<file path="src/rtl/core/cer_pkg.sv">
package cer_pkg;

  localparam int MAX_DEPTH_DEF = 16;

  localparam int CFG_IDX_W  = 3;
  localparam int CFG_DATA_W = 32;
  localparam int QUEUED_W   = 5;
  localparam int DROP_W     = 31;

  localparam logic [CFG_IDX_W-1:0] CFG_COAL_EN    = 3'd0;
  localparam logic [CFG_IDX_W-1:0] CFG_MOTION     = 3'd1;
  localparam logic [CFG_IDX_W-1:0] CFG_OVF_TYPE   = 3'd2;
  localparam logic [CFG_IDX_W-1:0] CFG_NONE_STD   = 3'd3;
  localparam logic [CFG_IDX_W-1:0] CFG_OWNER_DEV  = 3'd4;
  localparam logic [CFG_IDX_W-1:0] CFG_DEPTH      = 3'd5;

  localparam logic [4:0] DEPTH_RESET = 5'd16;

  localparam logic KIND_PUSH = 1'b0;
  localparam logic KIND_POP  = 1'b1;

  typedef enum logic [2:0] {
    ST_STORED    = 3'd0,
    ST_COALESCED = 3'd1,
    ST_DROPPED   = 3'd2,
    ST_POPPED    = 3'd3,
    ST_POP_OVF   = 3'd4,
    ST_EMPTY     = 3'd5
  } status_e;

  // Event fields, first field in the highest bits.
  typedef struct packed {
    logic        [31:0] event_time;
    logic        [31:0] event_sequence;
    logic signed [31:0] event_value;
    logic        [15:0] event_flags;
    logic        [15:0] std_code;
    logic        [15:0] event_code;
    logic        [15:0] event_device;
    logic        [4:0]  event_type;
  } entry_t;

  localparam int ENTRY_W  = $bits(entry_t);
  localparam int S_DATA_W = ((ENTRY_W + 7) / 8) * 8;

  typedef struct packed {
    logic        [QUEUED_W-1:0] queued;
    logic        [31:0]         ev_time;
    logic        [31:0]         ev_sequence;
    logic signed [31:0]         ev_value;
    logic        [15:0]         ev_flags;
    logic        [15:0]         ev_std;
    logic        [15:0]         ev_code;
    logic        [15:0]         ev_device;
    logic        [4:0]          ev_type;
    status_e                    status;
  } result_t;

  localparam int RESULT_W = $bits(result_t);
  localparam int M_DATA_W = ((RESULT_W + 7) / 8) * 8;

  typedef struct packed {
    logic rd_en;
    logic wr_all;
    logic wr_upd;
  } mem_ctl_t;

endpackage

</file>
<file path="src/rtl/core/cer_mem.sv">
module cer_mem #(
  parameter int DEPTH = cer_pkg::MAX_DEPTH_DEF,
  parameter int IDX_W = $clog2(DEPTH)
) (
  input  logic               clk_i,
  input  cer_pkg::mem_ctl_t  ctl_i,
  input  logic [IDX_W-1:0]   wr_addr_i,
  input  logic [IDX_W-1:0]   rd_addr_i,
  input  cer_pkg::entry_t    wr_data_i,
  output cer_pkg::entry_t    rd_data_o
);
  import cer_pkg::*;

  localparam int KA_W  = 5 + 16 + 16 + 16 + 16;
  localparam int VST_W = 32 * 3;

  // Key and attributes are written only on append; value, sequence and
  // time are also rewritten when a push coalesces.
  logic [KA_W-1:0]  ka_mem  [DEPTH];
  logic [VST_W-1:0] vst_mem [DEPTH];
  logic [KA_W-1:0]  ka_q;
  logic [VST_W-1:0] vst_q;

  always_ff @(posedge clk_i) begin
    if (ctl_i.wr_all) begin
      ka_mem[wr_addr_i] <= wr_data_i[KA_W-1:0];
    end
    if (ctl_i.wr_all || ctl_i.wr_upd) begin
      vst_mem[wr_addr_i] <= wr_data_i[ENTRY_W-1:KA_W];
    end
    if (ctl_i.rd_en) begin
      ka_q  <= ka_mem[rd_addr_i];
      vst_q <= vst_mem[rd_addr_i];
    end
  end

  assign rd_data_o = entry_t'({vst_q, ka_q});

endmodule

</file>
<file path="src/rtl/core/cer_ctrl.sv">
module cer_ctrl #(
  parameter int MAX_DEPTH = cer_pkg::MAX_DEPTH_DEF,
  parameter int IDX_W     = $clog2(MAX_DEPTH),
  parameter int CNT_W     = $clog2(MAX_DEPTH + 1)
) (
  input  logic                            clk_i,
  input  logic                            rst_ni,
  input  logic                            cfg_we_i,
  input  logic [cer_pkg::CFG_IDX_W-1:0]   cfg_idx_i,
  input  logic [cer_pkg::CFG_DATA_W-1:0]  cfg_data_i,
  input  logic                            s_valid_i,
  output logic                            s_ready_o,
  input  logic                            s_kind_i,
  input  cer_pkg::entry_t                 s_event_i,
  output logic                            m_valid_o,
  input  logic                            m_ready_i,
  output cer_pkg::result_t                m_result_o,
  output cer_pkg::mem_ctl_t               mem_ctl_o,
  output logic [IDX_W-1:0]                wr_addr_o,
  output logic [IDX_W-1:0]                rd_addr_o,
  output cer_pkg::entry_t                 wr_data_o,
  input  cer_pkg::entry_t                 rd_data_i
);
  import cer_pkg::*;

  typedef enum logic [2:0] {
    S_IDLE,
    S_SCAN,
    S_APPEND,
    S_POP_DAT,
    S_OUT
  } state_e;

  // Configuration registers
  logic        coal_en_q;
  logic [31:0] motion_q;
  logic [4:0]  ovf_type_q;
  logic [15:0] none_std_q;
  logic [15:0] owner_q;
  logic [4:0]  depth_q;

  state_e            state_q, state_d;
  entry_t            ev_q, ev_d;
  result_t           res_q, res_d;
  logic [IDX_W-1:0]  head_q, head_d;
  logic [IDX_W-1:0]  tail_q, tail_d;
  logic [CNT_W-1:0]  fill_q, fill_d;
  logic              ovf_q, ovf_d;
  logic [DROP_W-1:0] drop_q, drop_d;
  logic [IDX_W-1:0]  rd_idx_q, rd_idx_d;
  logic [IDX_W-1:0]  cmp_idx_q, cmp_idx_d;
  logic [CNT_W-1:0]  issue_q, issue_d;
  logic              cmp_vld_q, cmp_vld_d;

  logic [CNT_W-1:0]  eff_depth;
  logic              key_match;

  always_ff @(posedge clk_i or negedge rst_ni) begin
    if (!rst_ni) begin
      coal_en_q  <= 1'b0;
      motion_q   <= '0;
      ovf_type_q <= '0;
      none_std_q <= '0;
      owner_q    <= '0;
      depth_q    <= DEPTH_RESET;
    end else if (cfg_we_i) begin
      case (cfg_idx_i)
        CFG_COAL_EN:   coal_en_q  <= cfg_data_i[0];
        CFG_MOTION:    motion_q   <= cfg_data_i;
        CFG_OVF_TYPE:  ovf_type_q <= cfg_data_i[4:0];
        CFG_NONE_STD:  none_std_q <= cfg_data_i[15:0];
        CFG_OWNER_DEV: owner_q    <= cfg_data_i[15:0];
        CFG_DEPTH:     depth_q    <= cfg_data_i[4:0];
        default: ;
      endcase
    end
  end

  // Zero counts as one entry, anything above the storage as full storage.
  always_comb begin
    if (depth_q == '0) begin
      eff_depth = CNT_W'(1);
    end else if (32'(depth_q) > MAX_DEPTH) begin
      eff_depth = CNT_W'(MAX_DEPTH);
    end else begin
      eff_depth = CNT_W'(depth_q);
    end
  end

  function automatic logic [IDX_W-1:0] next_idx(input logic [IDX_W-1:0] idx,
                                                 input logic [CNT_W-1:0] d);
    logic [CNT_W:0] n;
    n = (CNT_W+1)'(idx) + 1'b1;
    if (n >= (CNT_W+1)'(d)) begin
      return '0;
    end
    return IDX_W'(n);
  endfunction

  assign key_match = ({rd_data_i.event_type, rd_data_i.event_device, rd_data_i.event_code} ==
                      {ev_q.event_type, ev_q.event_device, ev_q.event_code});

  always_comb begin
    state_d   = state_q;
    ev_d      = ev_q;
    res_d     = res_q;
    head_d    = head_q;
    tail_d    = tail_q;
    fill_d    = fill_q;
    ovf_d     = ovf_q;
    drop_d    = drop_q;
    rd_idx_d  = rd_idx_q;
    cmp_idx_d = cmp_idx_q;
    issue_d   = issue_q;
    cmp_vld_d = cmp_vld_q;
    mem_ctl_o = '0;
    wr_addr_o = tail_q;
    rd_addr_o = (state_q == S_SCAN) ? rd_idx_q : head_q;
    wr_data_o = ev_q;

    case (state_q)
      S_IDLE: begin
        if (s_valid_i) begin
          ev_d  = s_event_i;
          res_d = '0;
          if (s_kind_i == KIND_POP) begin
            if (fill_q != '0) begin
              mem_ctl_o.rd_en = 1'b1;
              state_d = S_POP_DAT;
            end else if (ovf_q) begin
              res_d.status    = ST_POP_OVF;
              res_d.ev_type   = ovf_type_q;
              res_d.ev_device = owner_q;
              res_d.ev_std    = none_std_q;
              res_d.ev_value  = signed'({1'b0, drop_q});
              res_d.queued    = QUEUED_W'(fill_q);
              ovf_d   = 1'b0;
              drop_d  = '0;
              state_d = S_OUT;
            end else begin
              res_d.status = ST_EMPTY;
              res_d.queued = QUEUED_W'(fill_q);
              state_d = S_OUT;
            end
          end else if (coal_en_q && motion_q[s_event_i.event_type]) begin
            rd_idx_d  = head_q;
            issue_d   = '0;
            cmp_vld_d = 1'b0;
            state_d   = S_SCAN;
          end else begin
            state_d = S_APPEND;
          end
        end
      end

      // Read one entry per cycle from head; compare the one read last cycle.
      S_SCAN: begin
        if (cmp_vld_q && key_match) begin
          mem_ctl_o.wr_upd = 1'b1;
          wr_addr_o    = cmp_idx_q;
          res_d.status = ST_COALESCED;
          res_d.queued = QUEUED_W'(fill_q);
          state_d = S_OUT;
        end else if (issue_q != fill_q) begin
          mem_ctl_o.rd_en = 1'b1;
          rd_idx_d  = next_idx(rd_idx_q, eff_depth);
          cmp_idx_d = rd_idx_q;
          issue_d   = CNT_W'(issue_q + 1'b1);
          cmp_vld_d = 1'b1;
        end else begin
          cmp_vld_d = 1'b0;
          if (!cmp_vld_q) begin
            state_d = S_APPEND;
          end
        end
      end

      S_APPEND: begin
        if (fill_q >= eff_depth) begin
          ovf_d = 1'b1;
          if (drop_q != '1) begin
            drop_d = DROP_W'(drop_q + 1'b1);
          end
          res_d.status = ST_DROPPED;
          res_d.queued = QUEUED_W'(fill_q);
        end else begin
          mem_ctl_o.wr_all = 1'b1;
          tail_d = next_idx(tail_q, eff_depth);
          fill_d = CNT_W'(fill_q + 1'b1);
          res_d.status = ST_STORED;
          res_d.queued = QUEUED_W'(CNT_W'(fill_q + 1'b1));
        end
        state_d = S_OUT;
      end

      S_POP_DAT: begin
        res_d.status      = ST_POPPED;
        res_d.ev_type     = rd_data_i.event_type;
        res_d.ev_device   = rd_data_i.event_device;
        res_d.ev_code     = rd_data_i.event_code;
        res_d.ev_std      = rd_data_i.std_code;
        res_d.ev_flags    = rd_data_i.event_flags;
        res_d.ev_value    = rd_data_i.event_value;
        res_d.ev_sequence = rd_data_i.event_sequence;
        res_d.ev_time     = rd_data_i.event_time;
        res_d.queued      = QUEUED_W'(CNT_W'(fill_q - 1'b1));
        head_d  = next_idx(head_q, eff_depth);
        fill_d  = CNT_W'(fill_q - 1'b1);
        state_d = S_OUT;
      end

      S_OUT: begin
        if (m_ready_i) begin
          state_d = S_IDLE;
        end
      end

      default: state_d = S_IDLE;
    endcase
  end

  always_ff @(posedge clk_i or negedge rst_ni) begin
    if (!rst_ni) begin
      state_q   <= S_IDLE;
      ev_q      <= '0;
      res_q     <= '0;
      head_q    <= '0;
      tail_q    <= '0;
      fill_q    <= '0;
      ovf_q     <= 1'b0;
      drop_q    <= '0;
      rd_idx_q  <= '0;
      cmp_idx_q <= '0;
      issue_q   <= '0;
      cmp_vld_q <= 1'b0;
    end else begin
      state_q   <= state_d;
      ev_q      <= ev_d;
      res_q     <= res_d;
      head_q    <= head_d;
      tail_q    <= tail_d;
      fill_q    <= fill_d;
      ovf_q     <= ovf_d;
      drop_q    <= drop_d;
      rd_idx_q  <= rd_idx_d;
      cmp_idx_q <= cmp_idx_d;
      issue_q   <= issue_d;
      cmp_vld_q <= cmp_vld_d;
    end
  end

  assign s_ready_o  = (state_q == S_IDLE);
  assign m_valid_o  = (state_q == S_OUT);
  assign m_result_o = res_q;

endmodule

</file>
<file path="src/rtl/core/coalescing_event_ring_top.sv">
// Event ring for one input consumer. Each request on the slave stream is a push
// (tuser 0) or a pop (tuser 1) and yields exactly one result on the master stream.
// The block handles one request at a time: ready drops on acceptance and returns
// the cycle after the result is taken. A plain push, a pop that returns a queued
// entry and a push of a type that is not coalesced pass through one append or
// pop-data state before the result state; a pop of an empty ring goes straight to
// the result state. A push that may coalesce walks the queued entries from head
// through the single read port of the ring storage and one key comparator, one
// entry per cycle, and stops at the first match. Write configuration only while no
// request is in flight; the ring storage is not cleared at reset and needs no
// clearing pass.
module coalescing_event_ring_top #(
  parameter int MAX_DEPTH = cer_pkg::MAX_DEPTH_DEF
) (
  input  logic                           clk_i,
  input  logic                           rst_ni,
  input  logic                           cfg_we_i,
  input  logic [cer_pkg::CFG_IDX_W-1:0]  cfg_idx_i,
  input  logic [cer_pkg::CFG_DATA_W-1:0] cfg_data_i,
  input  logic                           s_axis_tvalid,
  output logic                           s_axis_tready,
  // event_type, event_device, event_code, std_code, event_flags, event_value,
  // event_sequence, event_time
  input  logic [cer_pkg::S_DATA_W-1:0]   s_axis_tdata,
  // kind
  input  logic                           s_axis_tuser,
  output logic                           m_axis_tvalid,
  input  logic                           m_axis_tready,
  // status, ev_type, ev_device, ev_code, ev_std, ev_flags, ev_value,
  // ev_sequence, ev_time, queued
  output logic [cer_pkg::M_DATA_W-1:0]   m_axis_tdata
);
  import cer_pkg::*;

  localparam int IDX_W = $clog2(MAX_DEPTH);
  localparam int CNT_W = $clog2(MAX_DEPTH + 1);

  entry_t           s_event;
  result_t          m_result;
  mem_ctl_t         mem_ctl;
  logic [IDX_W-1:0] wr_addr;
  logic [IDX_W-1:0] rd_addr;
  entry_t           wr_data;
  entry_t           rd_data;

  assign s_event      = entry_t'(s_axis_tdata[ENTRY_W-1:0]);
  assign m_axis_tdata = M_DATA_W'(m_result);

  cer_ctrl #(
    .MAX_DEPTH (MAX_DEPTH),
    .IDX_W     (IDX_W),
    .CNT_W     (CNT_W)
  ) u_ctrl (
    .clk_i      (clk_i),
    .rst_ni     (rst_ni),
    .cfg_we_i   (cfg_we_i),
    .cfg_idx_i  (cfg_idx_i),
    .cfg_data_i (cfg_data_i),
    .s_valid_i  (s_axis_tvalid),
    .s_ready_o  (s_axis_tready),
    .s_kind_i   (s_axis_tuser),
    .s_event_i  (s_event),
    .m_valid_o  (m_axis_tvalid),
    .m_ready_i  (m_axis_tready),
    .m_result_o (m_result),
    .mem_ctl_o  (mem_ctl),
    .wr_addr_o  (wr_addr),
    .rd_addr_o  (rd_addr),
    .wr_data_o  (wr_data),
    .rd_data_i  (rd_data)
  );

  cer_mem #(
    .DEPTH (MAX_DEPTH),
    .IDX_W (IDX_W)
  ) u_mem (
    .clk_i     (clk_i),
    .ctl_i     (mem_ctl),
    .wr_addr_i (wr_addr),
    .rd_addr_i (rd_addr),
    .wr_data_i (wr_data),
    .rd_data_o (rd_data)
  );

endmodule

</file>
<file path="config.mk">
export PLATFORM = sky130hd
export DESIGN_NAME = coalescing_event_ring_top
export DESIGN_NICKNAME = d
export VERILOG_FILES = /design/src/rtl/core/cer_pkg.sv /design/src/rtl/core/cer_mem.sv /design/src/rtl/core/cer_ctrl.sv /design/src/rtl/core/coalescing_event_ring_top.sv
export SDC_FILE = /design/constraint.sdc
export NUM_CORES = 2
export LEC_CHECK = 0
export ABC_CLOCK_PERIOD_IN_PS = 15300
export BUFFER_PORTS_ARGS = -buffer_cell sky130_fd_sc_hd__buf_2
export CAP_MARGIN = 20
export CORE_AREA = 2 2 564 566
export CTS_CLUSTER_SIZE = 20
export DETAILED_ROUTE_END_ITERATION = 10
export DIE_AREA = 0 0 566 568
export PLACE_DENSITY_LB_ADDON = 0.08
export SLEW_MARGIN = 20
export SYNTH_ARGS = -nofsm -noshare
export SYNTH_HDL_FRONTEND = slang
export SYNTH_SLANG_ARGS = --single-unit
</file>
<file path="constraint.sdc">
create_clock -name clk_i -period 15.3 [get_ports clk_i]
set_input_delay 0.765 -clock clk_i [delete_from_list [all_inputs] [get_ports clk_i]]
set_output_delay 0.765 -clock clk_i [all_outputs]
set_load 0.05 [all_outputs]
</file>
==> results.cfg <==
[logic_synthesis]
syn_area_per_cell_um2 = 13.0
synthArstFlopShare_pct = 14.5
synth_compound_area_share_pct = 5.79
ys_ff_latch = 3280
synth_area_leaders = edfxtp_1, nand2_1, dfrtp_1, a311oi_1, nand3_1
synth_top_family_by_area = simple AND/OR/NAND/NOR gates
synth_top_area_share_pct = 65.3
synth_top_area_cell = edfxtp_1
syn_area_mm2 = 0.129
yosys.area_share.simple_pct = 15.6
yosys_warnings = 0
synth_seq_area_share_pct = 74.5
synthXorXnorAreaFrac_pct = 0.537
synth_cell_types = 67
syn_inst = 9927
synth.area.mux_share_pct = 0.949
synth_edf_count = 2805
synth_fa_ha_area_share_pct = 0.262
ys.flop_type = edfxtp_1

[worst_setup_path]
reg2reg_depth = 11
crit_path_start_kind = flop
cp_max_fo = 86
reg2reg_slack_ns = 8.88
timing.rr.start = u_ctrl.state_q[0]$_DFFE_PN0P_
cp.arrival_ns = 7.07
path_class = reg2reg
crit_path_end_kind = flop
rr_endpoint = u_mem.vst_q[42]$_DFFE_PP_
required_ns = 15.95

[floorplanning]
dieArea_mm2 = 0.321
start_util_pct = 40.8
ios = 387
rows = 207
fp.dieH_um = 568
die_w_um = 566
core_area_mm2 = 0.316

[finish]
nFillCells = 28000
fin_area_mm2 = 0.147
nets = 10400
drive_gt1_share_pct = 11.5
syn2layout_area_growth_pct = 14.2
final_cell_mix = nand2_1, edfxtp_1, nand3_1
utilization_pct = 46.6
final_common_cell = nand2_1

[sta]
setup_slack_ns = 8.88
drv_slew = 0
fin_skew_ns = 0.0456
holdWs_ns = 0.0716
finalCritPeriodShare_pct = 42.0
worst_pin_slew_ns = 1.15
max_slew_margin_pct = 23.6
setup_tns_ns = 0
final_hold_viol_count = 0
fmaxAchievable_mhz = 156
setup_viol = 0
rsz0062_at_grt = no
min_period_ns = 6.42

[run_status]
status = completed

[routing]
drtAntennaViolNets = 0
wl_per_cell_um = 25.9
dr.pass1.iters = 5
vias = 81400
drt_iter0_markers = 7485
wl_um = 380000
drc = 0
via_per_inst = 5.53

[cts]
cts_root_buf = clkbuf_16
cts.clk_slew.worst_paths_ns = 0.06
clk_latency_ns = 0.93
cts_made_buffers = 358
cts_resized = 0
h-tree-depth = 5
cts_tree = yes
clk_path_buf_depth = 4
cts_setup_buffers = 0
clock-sinks = 3280

[min_path]
min_from = s_axis_tdata[50]
min_path_type = in2reg
hold_depth = 3
min_to = u_ctrl.wr_data_o[50]$_DFFE_PN0P_

[power_and_ir_drop]
peakVddDrop_mv = 0.297
p_leak_nw = 54.2
power_density_mw_per_mm2 = 201

[placement]
dp_hpwl_um = 189000
portBuffers = 380
place.gp.congestion = 0.763
placed_area_mm2 = 0.135
dp_slack_ns = 8.88

[grt]
grt_pass1_wl_um = 552000
grt_pass1_vias = 80000
antenna_found_initial = 20
grt_max_degree = 183
gr-usage-all-layers_pct = 23.1
overflow = 0

[run]
cap_violations = 0
[metal layers]
layer	part of all wire [%]	track usage, %
met5	0.0034	0
met4	2.6	6.35
met3	5.5	2.94
met2	48	38.2
met1	44	32.2
[where the power goes]
| group | internal, W | leakage (nW) | total [W] | switching, W |
|---|---|---|---|---|
| combinational | 0.00214 | 16.9 | 0.00773 | 0.00558 |
| sequential | 0.0119 | 31.6 | 0.0133 | 0.00148 |
| clock | 0.00495 | 5.69 | 0.00854 | 0.00359 |
[Yosys cell counts (5+ instances only)]
| cell type | instances |
|---|---|
| a21oi_1 | 181 |
| a221o_1 | 69 |
| a22o_1 | 6 |
| a311oi_1 | 495 |
| a31oi_1 | 170 |
| and2_1 | 5 |
| and3_1 | 411 |
| buf_1 | 17 |
| buf_2 | 177 |
| buf_4 | 20 |
| clkbuf_1 | 464 |
| dfrtp_1 | 474 |
| edfxtp_1 | 2805 |
| ha_1 | 27 |
| inv_1 | 14 |
| mux2_2 | 83 |
| mux2i_1 | 8 |
| mux4_2 | 8 |
| nand2_1 | 3400 |
| nand2b_1 | 13 |
| nand3_1 | 778 |
| nand4_1 | 11 |
| nor2_1 | 74 |
| nor2b_1 | 6 |
| nor3_1 | 17 |
| nor3b_1 | 8 |
| nor4_1 | 13 |
| o21ai_0 | 28 |
| or3_1 | 9 |
| xnor2_1 | 37 |
| xor2_1 | 42 |
[kinds of logic (layout without fill, tap and decap cells)]
| logic type | count (synthesis) | in the layout |
|---|---|---|
| fa+ha+maj | 27 | 27 |
| flops | 3280 | 3280 |
| buf+inv | 696 | 1276 |
| xor+xnor | 79 | 79 |
| mux | 101 | 101 |
| compound gates | 982 | 982 |
| other cells | 1 | 12 |
| simple gates | 4761 | 4761 |
[area by class of cell]
class | instances | area, um2 | share of cell area (%)
Multi-Input combinational cell | 5953 | 30200 | 20.5
Clock buffer | 491 | 9920 | 6.74
Clock inverter | 177 | 1690 | 1.15
Antenna cell | 9 | 22.5 | 0.0153
Sequential cell | 3280 | 96100 | 65.3
Inverter | 15 | 56.3 | 0.0382
Timing Repair Buffer | 593 | 4000 | 2.72
Tap cell | 4180 | 5230 | 3.55
[how the worst max path moves through the flow]
stage                                          start                             end  slack, ns  depth (start not counted)
finish                 u_ctrl.state_q[0]$_DFFE_PN0P_       u_mem.vst_q[42]$_DFFE_PP_       8.88                         11
global route           u_ctrl.state_q[0]$_DFFE_PN0P_       u_mem.vst_q[46]$_DFFE_PP_       8.48                         11
CTS                 u_ctrl.wr_data_o[17]$_DFFE_PN0P_  u_mem.vst_mem[5][46]$_DFFE_PP_       8.84                         10
detailed placement  u_ctrl.wr_data_o[17]$_DFFE_PN0P_  u_mem.vst_mem[5][55]$_DFFE_PP_       8.88                         10
global placement       u_ctrl.state_q[0]$_DFFE_PN0P_       u_mem.vst_q[42]$_DFFE_PP_       8.89                         11
floorplan              u_ctrl.state_q[1]$_DFFE_PN0P_         u_mem.ka_q[0]$_DFFE_PP_       4.81                          6
[registers in the layout, indices dropped and copies added, names as in the netlist, 5 cells and up]
| register | cells |
|---|---|
| u_ctrl.depth_q | 5 |
| u_ctrl.drop_q | 31 |
| u_ctrl.fill_q | 5 |
| u_ctrl.issue_q | 5 |
| u_ctrl.m_result_o | 173 |
| u_ctrl.motion_q | 32 |
| u_ctrl.none_std_q | 16 |
| u_ctrl.ovf_type_q | 5 |
| u_ctrl.owner_q | 16 |
| u_ctrl.wr_data_o | 165 |
| u_mem.ka_mem | 1104 |
| u_mem.ka_q | 69 |
| u_mem.vst_mem | 1536 |
| u_mem.vst_q | 96 |
[critical path, stage by stage (launching register included)]
cell      delay (ns)
dfrtp_1         0.83
inv_2           0.26
nor3_4          0.67
mux2_8          0.75
buf_4           0.71
buf_4           0.84
buf_4           0.88
nand2_1         0.10
and3_1          0.19
a311oi_1        0.25
a31oi_1         0.08
a21oi_1         0.43
[stage by stage]
stage | instances | total power [W]
final | 14700 | 0.0296
after global routing | 14700 | 0.0311
after CTS | 14700 | 0.0299
after detailed placement | 14000 | 0.0213
after global placement | 14000 | 0.0211
after floorplan | 9929 | 0.0183
[timing repair]
item                                    in CTS  in global routing
hold buffers                                59                  0
endpoints found under the setup margin       0                  0
hold endpoints to repair                   121                  0
Note: power is estimated with default switching activity, not from simulation.
